$ cat src/rtl/core/cfrp_pkg.sv
// Shared types and constants for the configuration frame record parser.
// Used by cfrp_parser and config_frame_record_parser; depends on nothing.
package cfrp_pkg;

	// default depth of each mapping table
	localparam int MAX_MAPPINGS_DEF = 64;

	// parser phases
	typedef enum logic [2:0] {
		PH_IDLE,
		PH_HEADER,
		PH_SET_HEAD,
		PH_SET_VALUE,
		PH_MAPPING,
		PH_PENDING,
		PH_DONE
	} phase_t;

	// event kinds
	localparam logic [1:0] EV_SETTING = 2'd0;
	localparam logic [1:0] EV_MAPPING = 2'd1;
	localparam logic [1:0] EV_ACCEPT  = 2'd2;
	localparam logic [1:0] EV_REJECT  = 2'd3;

	// error codes
	localparam logic [2:0] ERR_NONE     = 3'd0;
	localparam logic [2:0] ERR_LENGTH   = 3'd1;
	localparam logic [2:0] ERR_ID       = 3'd2;
	localparam logic [2:0] ERR_RANGE    = 3'd3;
	localparam logic [2:0] ERR_TYPE     = 3'd4;
	localparam logic [2:0] ERR_OVERFLOW = 3'd5;

	// object indices and ranges
	localparam logic [15:0] IDX_MODULE_ID = 16'h6081;
	localparam logic [15:0] IDX_OFFSET    = 16'h6084;
	localparam logic [15:0] IDX_S1        = 16'h6085;
	localparam logic [15:0] IDX_S2        = 16'h6086;
	localparam logic [15:0] IDX_S3        = 16'h6087;
	localparam logic [15:0] IDX_S4        = 16'h6088;
	localparam logic [15:0] IDX_CYCLE     = 16'h608A;
	localparam logic [15:0] IDX_LOW       = 16'h6000;
	localparam logic [15:0] IDX_HIGH      = 16'h7FFF;

	// setting store slots
	localparam logic [2:0] SLOT_OFFSET = 3'd0;
	localparam logic [2:0] SLOT_CYCLE  = 3'd5;

	// mapping record types
	localparam logic [7:0] MAP_TYPE_RX = 8'h1A;
	localparam logic [7:0] MAP_TYPE_TX = 8'h1B;

	typedef struct packed {
		logic       hit;
		logic [2:0] slot;
	} slot_hit_t;

	// one result word from the parser
	typedef struct packed {
		logic        valid;
		logic [1:0]  kind;
		logic [2:0]  err;
		logic [15:0] err_content;
		logic [15:0] set_index;
		logic [31:0] set_value;
		logic        direction;
		logic [5:0]  table_slot;
		logic [15:0] elem_addr;
		logic [7:0]  elem_type;
		logic [7:0]  byte_len;
		logic [15:0] frame_offset;
	} result_t;

	// map a setting index to its store slot
	function automatic slot_hit_t store_slot(input logic [15:0] idx);
		slot_hit_t r;
		r.hit  = 1'b1;
		r.slot = SLOT_OFFSET;
		case (idx)
			IDX_OFFSET: r.slot = SLOT_OFFSET;
			IDX_S1:     r.slot = 3'd1;
			IDX_S2:     r.slot = 3'd2;
			IDX_S3:     r.slot = 3'd3;
			IDX_S4:     r.slot = 3'd4;
			IDX_CYCLE:  r.slot = SLOT_CYCLE;
			default:    r.hit  = 1'b0;
		endcase
		return r;
	endfunction

endpackage

$ cat src/rtl/core/cfrp_parser.sv
// Byte-wise frame parser: phase machine, setting store and mapping table memories.
// Depends on cfrp_pkg.
module cfrp_parser #(
	parameter int MAX_MAPPINGS = cfrp_pkg::MAX_MAPPINGS_DEF
) (
	input  logic                 clk,
	input  logic                 arst_n,
	input  logic                 in_fire,
	input  logic [7:0]           data_byte,
	input  logic                 frame_start,
	input  logic [31:0]          expected_id,
	output cfrp_pkg::result_t    res
);

	localparam int CW = $clog2(MAX_MAPPINGS + 1);
	localparam int AW = $clog2(2 * MAX_MAPPINGS);

	// control state
	cfrp_pkg::phase_t phase_q, phase_d;
	logic [2:0]       cnt_q, cnt_d;
	logic [15:0]      set_left_q, set_left_d;
	logic [15:0]      map_left_q, map_left_d;
	logic [15:0]      idx_q, idx_d;
	logic [7:0]       len_q, len_d;
	logic [31:0]      acc_q, acc_d;
	logic [CW-1:0]    fill_q [2];
	logic [CW-1:0]    fill_d [2];

	// setting store memory, valid bits, registered read of the offset entry
	logic [31:0] set_mem [6];
	logic [5:0]  set_vld_q;
	logic [31:0] set0_q;
	logic        set_we;
	logic [2:0]  set_waddr;
	logic [31:0] set_wdata;

	// mapping table memory, write only
	logic [47:0]   map_mem [2*MAX_MAPPINGS];
	logic          map_we;
	logic [AW-1:0] map_waddr;
	logic [47:0]   map_wdata;

	// working values
	logic                go_next, had_res, restart;
	logic [31:0]         shifted, acc_sv, value;
	logic [3:0]          cnt1;
	cfrp_pkg::slot_hit_t sh;
	logic                dir;
	logic [CW-1:0]       slot;
	logic [15:0]         offset;

	// next state and result for the current byte
	always_comb begin
		phase_d    = phase_q;
		cnt_d      = cnt_q;
		set_left_d = set_left_q;
		map_left_d = map_left_q;
		idx_d      = idx_q;
		len_d      = len_q;
		acc_d      = acc_q;
		fill_d     = fill_q;
		res        = '0;
		set_we     = 1'b0;
		set_waddr  = cfrp_pkg::SLOT_OFFSET;
		map_we     = 1'b0;
		go_next    = 1'b0;
		had_res    = 1'b0;
		restart    = 1'b0;

		shifted = 32'(data_byte) << {cnt_q[1:0], 3'b000};
		acc_sv  = (cnt_q < 3'd4) ? (acc_q | shifted) : acc_q;
		cnt1    = {1'b0, cnt_q} + 4'd1;
		sh      = cfrp_pkg::store_slot(idx_q);
		value   = acc_sv;
		if (sh.hit && sh.slot == cfrp_pkg::SLOT_CYCLE && acc_sv == 32'd0)
			value = 32'd1;
		set_wdata = value;

		dir       = (len_q == cfrp_pkg::MAP_TYPE_TX);
		slot      = fill_q[dir];
		offset    = {data_byte, idx_q[7:0]} + set0_q[15:0];
		map_waddr = AW'(slot) + (dir ? AW'(MAX_MAPPINGS) : AW'(0));
		map_wdata = {offset, acc_q};

		if (phase_q == cfrp_pkg::PH_PENDING) begin
			res.valid = 1'b1;
			res.kind  = cfrp_pkg::EV_ACCEPT;
			phase_d   = cfrp_pkg::PH_DONE;
			restart   = frame_start;
		end else if (frame_start) begin
			restart = 1'b1;
		end else begin
			case (phase_q)
				cfrp_pkg::PH_HEADER: begin
					cnt_d = cnt_q + 3'd1;
					case (cnt_q)
						3'd4: set_left_d = {8'd0, data_byte};
						3'd5: set_left_d = {data_byte, set_left_q[7:0]};
						3'd6: map_left_d = {8'd0, data_byte};
						3'd7: begin
							map_left_d = {data_byte, map_left_q[7:0]};
							if (map_left_d > 16'(MAX_MAPPINGS)) begin
								res.valid       = 1'b1;
								res.kind        = cfrp_pkg::EV_REJECT;
								res.err         = cfrp_pkg::ERR_OVERFLOW;
								res.err_content = map_left_d;
								phase_d         = cfrp_pkg::PH_DONE;
							end else begin
								go_next = 1'b1;
							end
						end
						default: ;
					endcase
				end

				cfrp_pkg::PH_SET_HEAD: begin
					cnt_d = cnt_q + 3'd1;
					case (cnt_q)
						3'd1: idx_d = {8'd0, data_byte};
						3'd2: idx_d = {data_byte, idx_q[7:0]};
						3'd3: begin
							len_d = data_byte;
							if (data_byte != 8'd1 && data_byte != 8'd2 && data_byte != 8'd4) begin
								res.valid       = 1'b1;
								res.kind        = cfrp_pkg::EV_REJECT;
								res.err         = cfrp_pkg::ERR_LENGTH;
								res.err_content = {8'd0, data_byte};
								phase_d         = cfrp_pkg::PH_DONE;
							end else begin
								acc_d   = '0;
								cnt_d   = 3'd0;
								phase_d = cfrp_pkg::PH_SET_VALUE;
							end
						end
						default: ;
					endcase
				end

				cfrp_pkg::PH_SET_VALUE: begin
					acc_d = acc_sv;
					cnt_d = cnt1[2:0];
					if (8'(cnt1) >= len_q) begin
						set_left_d = set_left_q - 16'd1;
						if (idx_q == cfrp_pkg::IDX_MODULE_ID) begin
							if (acc_sv != expected_id) begin
								res.valid       = 1'b1;
								res.kind        = cfrp_pkg::EV_REJECT;
								res.err         = cfrp_pkg::ERR_ID;
								res.err_content = acc_sv[15:0];
								phase_d         = cfrp_pkg::PH_DONE;
							end else begin
								go_next = 1'b1;
							end
						end else if (!sh.hit) begin
							if (idx_q < cfrp_pkg::IDX_LOW || idx_q > cfrp_pkg::IDX_HIGH) begin
								res.valid       = 1'b1;
								res.kind        = cfrp_pkg::EV_REJECT;
								res.err         = cfrp_pkg::ERR_RANGE;
								res.err_content = idx_q;
								phase_d         = cfrp_pkg::PH_DONE;
							end else begin
								go_next = 1'b1;
							end
						end else begin
							set_we        = 1'b1;
							set_waddr     = sh.slot;
							res.valid     = 1'b1;
							res.kind      = cfrp_pkg::EV_SETTING;
							res.set_index = idx_q;
							res.set_value = value;
							go_next       = 1'b1;
							had_res       = 1'b1;
						end
					end
				end

				cfrp_pkg::PH_MAPPING: begin
					cnt_d = cnt_q + 3'd1;
					case (cnt_q)
						3'd0: begin
							if (data_byte != cfrp_pkg::MAP_TYPE_RX &&
									data_byte != cfrp_pkg::MAP_TYPE_TX) begin
								res.valid       = 1'b1;
								res.kind        = cfrp_pkg::EV_REJECT;
								res.err         = cfrp_pkg::ERR_TYPE;
								res.err_content = {8'd0, data_byte};
								phase_d         = cfrp_pkg::PH_DONE;
							end else begin
								len_d = data_byte;
								acc_d = '0;
							end
						end
						3'd1: acc_d = {24'd0, data_byte};
						3'd2: acc_d = {acc_q[31:16], data_byte, acc_q[7:0]};
						3'd3: acc_d = {acc_q[31:24], data_byte, acc_q[15:0]};
						3'd4: acc_d = {data_byte, acc_q[23:0]};
						3'd5: idx_d = {8'd0, data_byte};
						3'd6: begin
							map_we           = (32'(slot) < 32'(MAX_MAPPINGS));
							fill_d[dir]      = slot + CW'(1);
							map_left_d       = map_left_q - 16'd1;
							res.valid        = 1'b1;
							res.kind         = cfrp_pkg::EV_MAPPING;
							res.direction    = dir;
							res.table_slot   = 6'(slot);
							res.elem_addr    = acc_q[15:0];
							res.elem_type    = acc_q[23:16];
							res.byte_len     = acc_q[31:24];
							res.frame_offset = offset;
							go_next          = 1'b1;
							had_res          = 1'b1;
						end
						default: ;
					endcase
				end

				default: ;
			endcase
		end

		// pick the next record, or close the frame
		if (go_next) begin
			cnt_d = 3'd0;
			if (set_left_d != 16'd0) begin
				phase_d = cfrp_pkg::PH_SET_HEAD;
			end else if (map_left_d != 16'd0) begin
				phase_d = cfrp_pkg::PH_MAPPING;
			end else if (had_res) begin
				phase_d = cfrp_pkg::PH_PENDING;
			end else begin
				res.valid = 1'b1;
				res.kind  = cfrp_pkg::EV_ACCEPT;
				phase_d   = cfrp_pkg::PH_DONE;
			end
		end

		// new frame: this byte is header byte zero
		if (restart) begin
			phase_d    = cfrp_pkg::PH_HEADER;
			cnt_d      = 3'd1;
			set_left_d = '0;
			map_left_d = '0;
			fill_d[0]  = '0;
			fill_d[1]  = '0;
		end
	end

	// state registers, advanced on each accepted byte
	always_ff @(posedge clk or negedge arst_n) begin
		if (!arst_n) begin
			phase_q    <= cfrp_pkg::PH_IDLE;
			cnt_q      <= '0;
			set_left_q <= '0;
			map_left_q <= '0;
			idx_q      <= '0;
			len_q      <= '0;
			acc_q      <= '0;
			fill_q[0]  <= '0;
			fill_q[1]  <= '0;
			set_vld_q  <= '0;
		end else if (in_fire) begin
			phase_q    <= phase_d;
			cnt_q      <= cnt_d;
			set_left_q <= set_left_d;
			map_left_q <= map_left_d;
			idx_q      <= idx_d;
			len_q      <= len_d;
			acc_q      <= acc_d;
			fill_q[0]  <= fill_d[0];
			fill_q[1]  <= fill_d[1];
			if (set_we)
				set_vld_q[set_waddr] <= 1'b1;
		end
	end

	// setting store: one write port, registered read of the offset entry.
	// A write reaches the read register through set_mem and then set0_q; a mapping
	// record that uses the offset comes at least seven bytes after any setting.
	always_ff @(posedge clk) begin
		if (in_fire && set_we)
			set_mem[set_waddr] <= set_wdata;
		set0_q <= set_vld_q[cfrp_pkg::SLOT_OFFSET] ? set_mem[cfrp_pkg::SLOT_OFFSET] : '0;
	end

	// mapping table: {offset, byte length, element type, address}
	always_ff @(posedge clk) begin
		if (in_fire && map_we)
			map_mem[map_waddr] <= map_wdata;
	end

endmodule

$ cat src/rtl/core/config_frame_record_parser.sv
// Configuration frame record parser: one frame byte per word in, one event word out.
// Each event word is registered in the output or skid word before it is offered on m_tvalid.
// Throughput: one byte per cycle while the skid word is empty; a two-word output
// buffer keeps s_tready high while one event waits. Reset clears the phase machine,
// counters, setting valid bits and the expected module number; the mapping table holds
// no reset value and is only written. Depends on cfrp_pkg and cfrp_parser.
module config_frame_record_parser #(
	parameter int MAX_MAPPINGS = cfrp_pkg::MAX_MAPPINGS_DEF
) (
	input  logic         clk,
	input  logic         arst_n,
	input  logic         cfg_we,
	input  logic [31:0]  cfg_wdata,
	input  logic         s_tvalid,
	output logic         s_tready,
	input  logic [7:0]   s_tdata,  // data_byte
	input  logic         s_tuser,  // frame_start
	output logic         m_tvalid,
	input  logic         m_tready,
	// error_code, error_content, setting_index, setting_value, direction,
	// table_slot, element_address, element_type, byte_length, frame_offset, zero pad
	output logic [127:0] m_tdata,
	output logic [1:0]   m_tuser   // event_kind
);

	logic              in_fire;
	logic [31:0]       expected_q;
	cfrp_pkg::result_t res;
	cfrp_pkg::result_t out_q, skid_q;
	logic              out_v_q, skid_v_q;
	logic              pop, push;

	// expected module number register
	always_ff @(posedge clk or negedge arst_n) begin
		if (!arst_n) begin
			expected_q <= '0;
		end else if (cfg_we) begin
			expected_q <= cfg_wdata;
		end
	end

	assign s_tready = !skid_v_q;
	assign in_fire  = s_tvalid && s_tready;

	cfrp_parser #(
		.MAX_MAPPINGS(MAX_MAPPINGS)
	) u_parser (
		.clk         (clk),
		.arst_n      (arst_n),
		.in_fire     (in_fire),
		.data_byte   (s_tdata),
		.frame_start (s_tuser),
		.expected_id (expected_q),
		.res         (res)
	);

	assign pop  = out_v_q && m_tready;
	assign push = in_fire && res.valid;

	// output word plus skid word
	always_ff @(posedge clk or negedge arst_n) begin
		if (!arst_n) begin
			out_v_q  <= 1'b0;
			skid_v_q <= 1'b0;
		end else if (out_v_q && !pop) begin
			if (push)
				skid_v_q <= 1'b1;
		end else if (skid_v_q) begin
			out_v_q  <= 1'b1;
			skid_v_q <= push;
		end else begin
			out_v_q <= push;
		end
	end

	always_ff @(posedge clk) begin
		if (out_v_q && !pop) begin
			if (push)
				skid_q <= res;
		end else if (skid_v_q) begin
			out_q <= skid_q;
			if (push)
				skid_q <= res;
		end else if (push) begin
			out_q <= res;
		end
	end

	assign m_tvalid = out_v_q;
	assign m_tuser  = out_q.kind;
	assign m_tdata  = {6'd0, out_q.frame_offset, out_q.byte_len, out_q.elem_type,
		out_q.elem_addr, out_q.table_slot, out_q.direction, out_q.set_value,
		out_q.set_index, out_q.err_content, out_q.err};

endmodule
$ cat config.mk
export PLATFORM = sky130hd
export DESIGN_NAME = config_frame_record_parser
export DESIGN_NICKNAME = d
export VERILOG_FILES = /design/src/rtl/core/cfrp_pkg.sv /design/src/rtl/core/cfrp_parser.sv /design/src/rtl/core/config_frame_record_parser.sv
export SDC_FILE = /design/constraint.sdc
export NUM_CORES = 1
export LEC_CHECK = 0
export BUFFER_PORTS_ARGS = -buffer_cell sky130_fd_sc_hd__buf_4
export CAP_MARGIN = 10
export CORE_MARGIN = 5
export CORE_UTILIZATION = 35
export DETAILED_ROUTE_END_ITERATION = 10
export PLACE_DENSITY = 0.49
export SYNTH_ARGS = -nofsm -noshare
export SYNTH_HDL_FRONTEND = slang
export SYNTH_SLANG_ARGS = --single-unit
$ cat constraint.sdc
create_clock -name clk -period 10.2 [get_ports clk]
set_input_delay 0.51 -clock clk [delete_from_list [all_inputs] [get_ports clk]]
set_output_delay 0.51 -clock clk [all_outputs]
set_load 0.01 [all_outputs]
==> metrics.log <==
INFO  metric setup_repair_after_global_routing_missed_its_margin = no
INFO  metric clk_latency = about 600 ps
INFO  metric final_hold_viol_count = 1
INFO  metric timing.max_cap.violations = 0
INFO  metric asyncSetResetFlopFracSynth = approximately 33%
INFO  metric peakVddDrop = 0.132 mV
INFO  metric final-setup-viol-count = 0
INFO  metric post_drt_wl_per_cell = ~23 um
INFO  metric cts_inserted_buffers = around 50
INFO  metric violations = negative hold slack
INFO  metric ctsResizeCount = 0
INFO  metric drt_first_pass_iters = 6
INFO  metric routed_wl = 66,100 um
INFO  metric postCtsSetupRepairBufs = 0
INFO  metric grt_pass1_vias = 15,300
INFO  metric antenna-diode-count = 0
INFO  metric global_route.overflow_total = 0
INFO  metric port_buffers = around 170
INFO  metric nNetsFinal = approximately 2,100
INFO  metric synthesis.instances = 1,879
INFO  metric max-slew-margin-rel = 27.8%
INFO  metric synth.yosys.warnings = 0
INFO  metric setup.worst_path.class = flip-flop to flip-flop
INFO  metric cp_data_required_time = ~10,000 ps
INFO  metric utilization = between 40 and 50%
INFO  metric num_io_pins = 178
INFO  metric rows = between 80 and 90
INFO  metric htree_num_levels = 2
INFO  metric critical_path.top_delay_family = buffers and inverters
INFO  metric via_count = ~16,000
INFO  metric path_cells = inv_1, ha_1, inv_1, ha_1, o21ai_0, nand2_1, nand3_1, or3_1, buf_4, inv_1, nor4_2, nand4_2, a211oi_4, buf_4
INFO  metric clock-skew-final = between 20 and 25 ps
INFO  metric critical_path.n_buffers_inverters = 5
INFO  metric achievable-frequency = 0.176 GHz
INFO  metric synth_enable_flop_cells = approximately 260
INFO  metric ys_dominant_reg_cell = sky130_fd_sc_hd__edfxtp_1
INFO  metric post_synthesis_instance_area = between 20,000 and 25,000 um^2
INFO  metric critical_path.most_common_cell = sky130_fd_sc_hd__inv_1
INFO  metric hpwlAfterDp = between 40,000 and 50,000 um
INFO  metric grt_first_pass_wirelength = between 90,000 and 100,000 um
INFO  metric postRouteAntennaNets = 0
INFO  metric die_h = 254 um
INFO  metric setup.worst_path.start_class = flip-flop
INFO  metric synth_unique_cells = 93
INFO  metric ratio_of_cells_with_drive_above_1_in_the_final_layout = between 10% and 20%
INFO  metric finalCriticalPeriod = about 5700 ps
INFO  metric clock_path_buffers = 3
INFO  metric p_leak = just over 9 nW
INFO  metric postSynthAreaPerCell = about 11 um^2
INFO  metric grt_antenna_before_repair = 0
INFO  metric timing.critical_path.slowest_stage_cell = sky130_fd_sc_hd__dfrtp_1
INFO  metric gpl.final_weighted_congestion = approximately 0.86
INFO  metric effective_utilization_at_floorplan = a little over a third
INFO  metric final-max-slew-violation-count = 0
INFO  metric status = complete, but fails checks
INFO  metric number_of_drc_violations_after_detailed_routing_iteration_0 = approximately 1,400
INFO  metric critPathCaptureType = flip-flop
INFO  metric setup_tns = 0 ps
INFO  metric post-route-period-util = a little under three fifths
INFO  metric area_growth = 17.2%
INFO  metric holdWs = -2.73 ps
INFO  metric crit_path_max_incr_delay = 860 ps
INFO  metric design.core.area = 59,100 um^2
INFO  metric die-area = around 65,000 um^2
INFO  metric global_route.usage.total = about a fifth
INFO  metric floorplan.die.width = ~250 um
INFO  metric worst_pin_slew = roughly 1100 ps
INFO  metric cellPowerDensity = about 230 nW/um^2
INFO  metric min_path_type = primary input to asynchronous set/reset pin
INFO  metric synth_seq_area_share = approximately 56%
INFO  metric worstPathArrival = roughly 5900 ps
INFO  metric drc_errors = 0
INFO  metric number_of_clock_sinks = 421
INFO  metric vias_per_cell = 5.51
INFO  metric worstPathMaxFanout = 67
INFO  metric clkTransAtPathRegs = roughly 60 ps
INFO  metric cts-root-buf = sky130_fd_sc_hd__clkbuf_16
INFO  metric cts_tree = built
INFO  metric grt_start_max_net_pins = ~110
INFO  metric synth.ff_latch_count = approximately 420
INFO  metric hold_buffers = 0
## final cells by class
cell class,instances,area (um^2)
flip-flops and latches,421,11800
clock inverters,27,238
repair buffers,198,1490
well taps,773,967
clock buffers,64,1300
fillers,5667,34600
inverters,59,223
multi-input cells,1292,8490
## layout by cell type (no fill, tap or decap), types with 15 or more instances in the layout
| cell | instances |
|---|---|
| sky130_fd_sc_hd__ha_1 | 30 |
| sky130_fd_sc_hd__o31ai_1 | 46 |
| sky130_fd_sc_hd__a21oi_1 | 92 |
| sky130_fd_sc_hd__and3_1 | 15 |
| sky130_fd_sc_hd__nand4_1 | 28 |
| sky130_fd_sc_hd__nor4_1 | 27 |
| sky130_fd_sc_hd__nand2b_1 | 16 |
| sky130_fd_sc_hd__o21ai_0 | 99 |
| sky130_fd_sc_hd__buf_4 | 197 |
| sky130_fd_sc_hd__a22o_1 | 33 |
| sky130_fd_sc_hd__nor3_1 | 47 |
| sky130_fd_sc_hd__conb_1 | 15 |
| sky130_fd_sc_hd__a22oi_1 | 27 |
| sky130_fd_sc_hd__o21a_1 | 15 |
| sky130_fd_sc_hd__mux2_2 | 101 |
| sky130_fd_sc_hd__and2_1 | 70 |
| sky130_fd_sc_hd__edfxtp_1 | 264 |
| sky130_fd_sc_hd__dfxtp_1 | 16 |
| sky130_fd_sc_hd__nor2b_1 | 30 |
| sky130_fd_sc_hd__a31oi_1 | 17 |
| sky130_fd_sc_hd__inv_1 | 58 |
| sky130_fd_sc_hd__clkbuf_16 | 50 |
| sky130_fd_sc_hd__nand3_1 | 42 |
| sky130_fd_sc_hd__dfrtp_1 | 140 |
| sky130_fd_sc_hd__xnor2_1 | 42 |
| sky130_fd_sc_hd__nor2_1 | 131 |
| sky130_fd_sc_hd__nand2_1 | 162 |
| sky130_fd_sc_hd__mux2i_1 | 15 |
## layer usage
metal / global-route usage (%) / share of wire [%] / vias up
met5: 0 / 0 / -
met4: 5.19 / 2.4 / 0
met3: 3.74 / 5.8 / 98
met2: 32.4 / 48 / 506
met1: 27.2 / 44 / 7767
li1: - / - / 7231
## cells by family (layout without fill, tap and decap cells)
| group | count (synthesis) | count (layout) | synth area share (%) |
|---|---|---|---|
| buf+inv | 180 | 348 | 3.47 |
| fa+ha+maj | 31 | 31 | 1.89 |
| simple gates | 642 | 642 | 16.0 |
| flops | 421 | 421 | 56.3 |
| mux | 116 | 116 | 6.16 |
| other cells | 1 | 15 | 0.0179 |
| compound gates | 435 | 435 | 13.9 |
| xor+xnor | 53 | 53 | 2.22 |
## path summary, 6_finish.rpt
path | endpoint | startpoint | slack, ps | cells after the start
min reg2reg | u_parser.set0_q[14] | u_parser.set_mem[0][14] | 450 | 1
min in group clk | expected_q[23] | cfg_wdata[23] | 150 | 2
max reg2reg | m_tdata[29] | u_parser.cnt_q[2] | 4530 | 14
min | u_parser.map_left_q[12] | arst_n | -3 | 1
max | m_tdata[29] | u_parser.cnt_q[2] | 4530 | 14
max in group asynchronous | u_parser.acc_q[7] | arst_n | 8780 | 2
## state kept, by name, indices dropped and copies added (netlist names)
register and flops:
u_parser.cnt_q 3, u_parser.fill_q 12, m_tuser 2, u_parser.acc_q 32, u_parser.phase_q 3, m_tvalid 1
u_parser.set_left_q 16, expected_q 32, skid_v_q 1, u_parser.set_vld_q 1, u_parser.len_q 8, u_parser.set_mem 16
u_parser.set0_q 16, skid_q 124, m_tdata 122, u_parser.idx_q 16, u_parser.map_left_q 16
## metrics by stage
step	hold slack, ps	total power (W)	area [um^2]	std cells	setup WS [ps]
finish	-2.73	0.00575	24500	2834	4530
global route	62.6	0.00604	24500	2834	4070
CTS	19.4	0.00580	24500	2833	4510
detailed placement	434	0.00407	22900	2742	4530
global placement	430	0.00406	22900	2742	4760
floorplan	214	0.00336	21000	1893	371
## synth_stat cells, types with 4 or more instances
library cell,n,area share [%]
sky130_fd_sc_hd__buf_2,8,0.19
sky130_fd_sc_hd__mux2i_1,15,0.72
sky130_fd_sc_hd__a21boi_0,4,0.14
sky130_fd_sc_hd__o21a_1,15,0.54
sky130_fd_sc_hd__and2_1,70,2.1
sky130_fd_sc_hd__o31a_1,6,0.25
sky130_fd_sc_hd__a22o_1,33,1.4
sky130_fd_sc_hd__ha_1,30,1.8
sky130_fd_sc_hd__o21ai_1,8,0.19
sky130_fd_sc_hd__nor3b_1,7,0.25
sky130_fd_sc_hd__mux2_2,101,5.4
sky130_fd_sc_hd__nand3_1,42,1.0
sky130_fd_sc_hd__clkbuf_1,99,1.8
sky130_fd_sc_hd__buf_1,7,0.13
sky130_fd_sc_hd__a21o_1,4,0.14
sky130_fd_sc_hd__nor2b_1,31,0.93
sky130_fd_sc_hd__o211ai_1,13,0.47
sky130_fd_sc_hd__nand2b_1,16,0.48
sky130_fd_sc_hd__a22oi_1,27,0.97
sky130_fd_sc_hd__inv_1,58,1.0
sky130_fd_sc_hd__a31oi_1,17,0.51
sky130_fd_sc_hd__nor3_1,47,1.1
sky130_fd_sc_hd__or2_2,5,0.15
sky130_fd_sc_hd__dfxtp_1,16,1.5
sky130_fd_sc_hd__or3_1,14,0.42
sky130_fd_sc_hd__a32oi_1,6,0.25
sky130_fd_sc_hd__a21oi_1,93,2.2
sky130_fd_sc_hd__xor2_1,11,0.46
sky130_fd_sc_hd__xnor2_1,42,1.8
sky130_fd_sc_hd__buf_4,6,0.22
sky130_fd_sc_hd__edfxtp_1,264,38
sky130_fd_sc_hd__and3_1,15,0.45
sky130_fd_sc_hd__o22ai_1,11,0.33
sky130_fd_sc_hd__o31ai_1,46,1.7
sky130_fd_sc_hd__o311a_1,6,0.29
sky130_fd_sc_hd__and4_1,5,0.21
sky130_fd_sc_hd__nor4_1,27,0.81
sky130_fd_sc_hd__o21ai_0,99,2.4
sky130_fd_sc_hd__or4_1,6,0.22
sky130_fd_sc_hd__nand4_1,28,0.84
sky130_fd_sc_hd__nor2_1,133,2.4
sky130_fd_sc_hd__dfrtp_1,141,17
sky130_fd_sc_hd__nand2_1,162,2.9
sky130_fd_sc_hd__a211oi_1,10,0.36
## power breakdown
part	internal, W	leakage (nW)	switching [W]
sequential	0.00207	4.31	0.000224
combinational	0.000595	4.20	0.00116
clock	0.000979	0.743	0.000722
No activity file was read; power rests on OpenSTA's default activity.
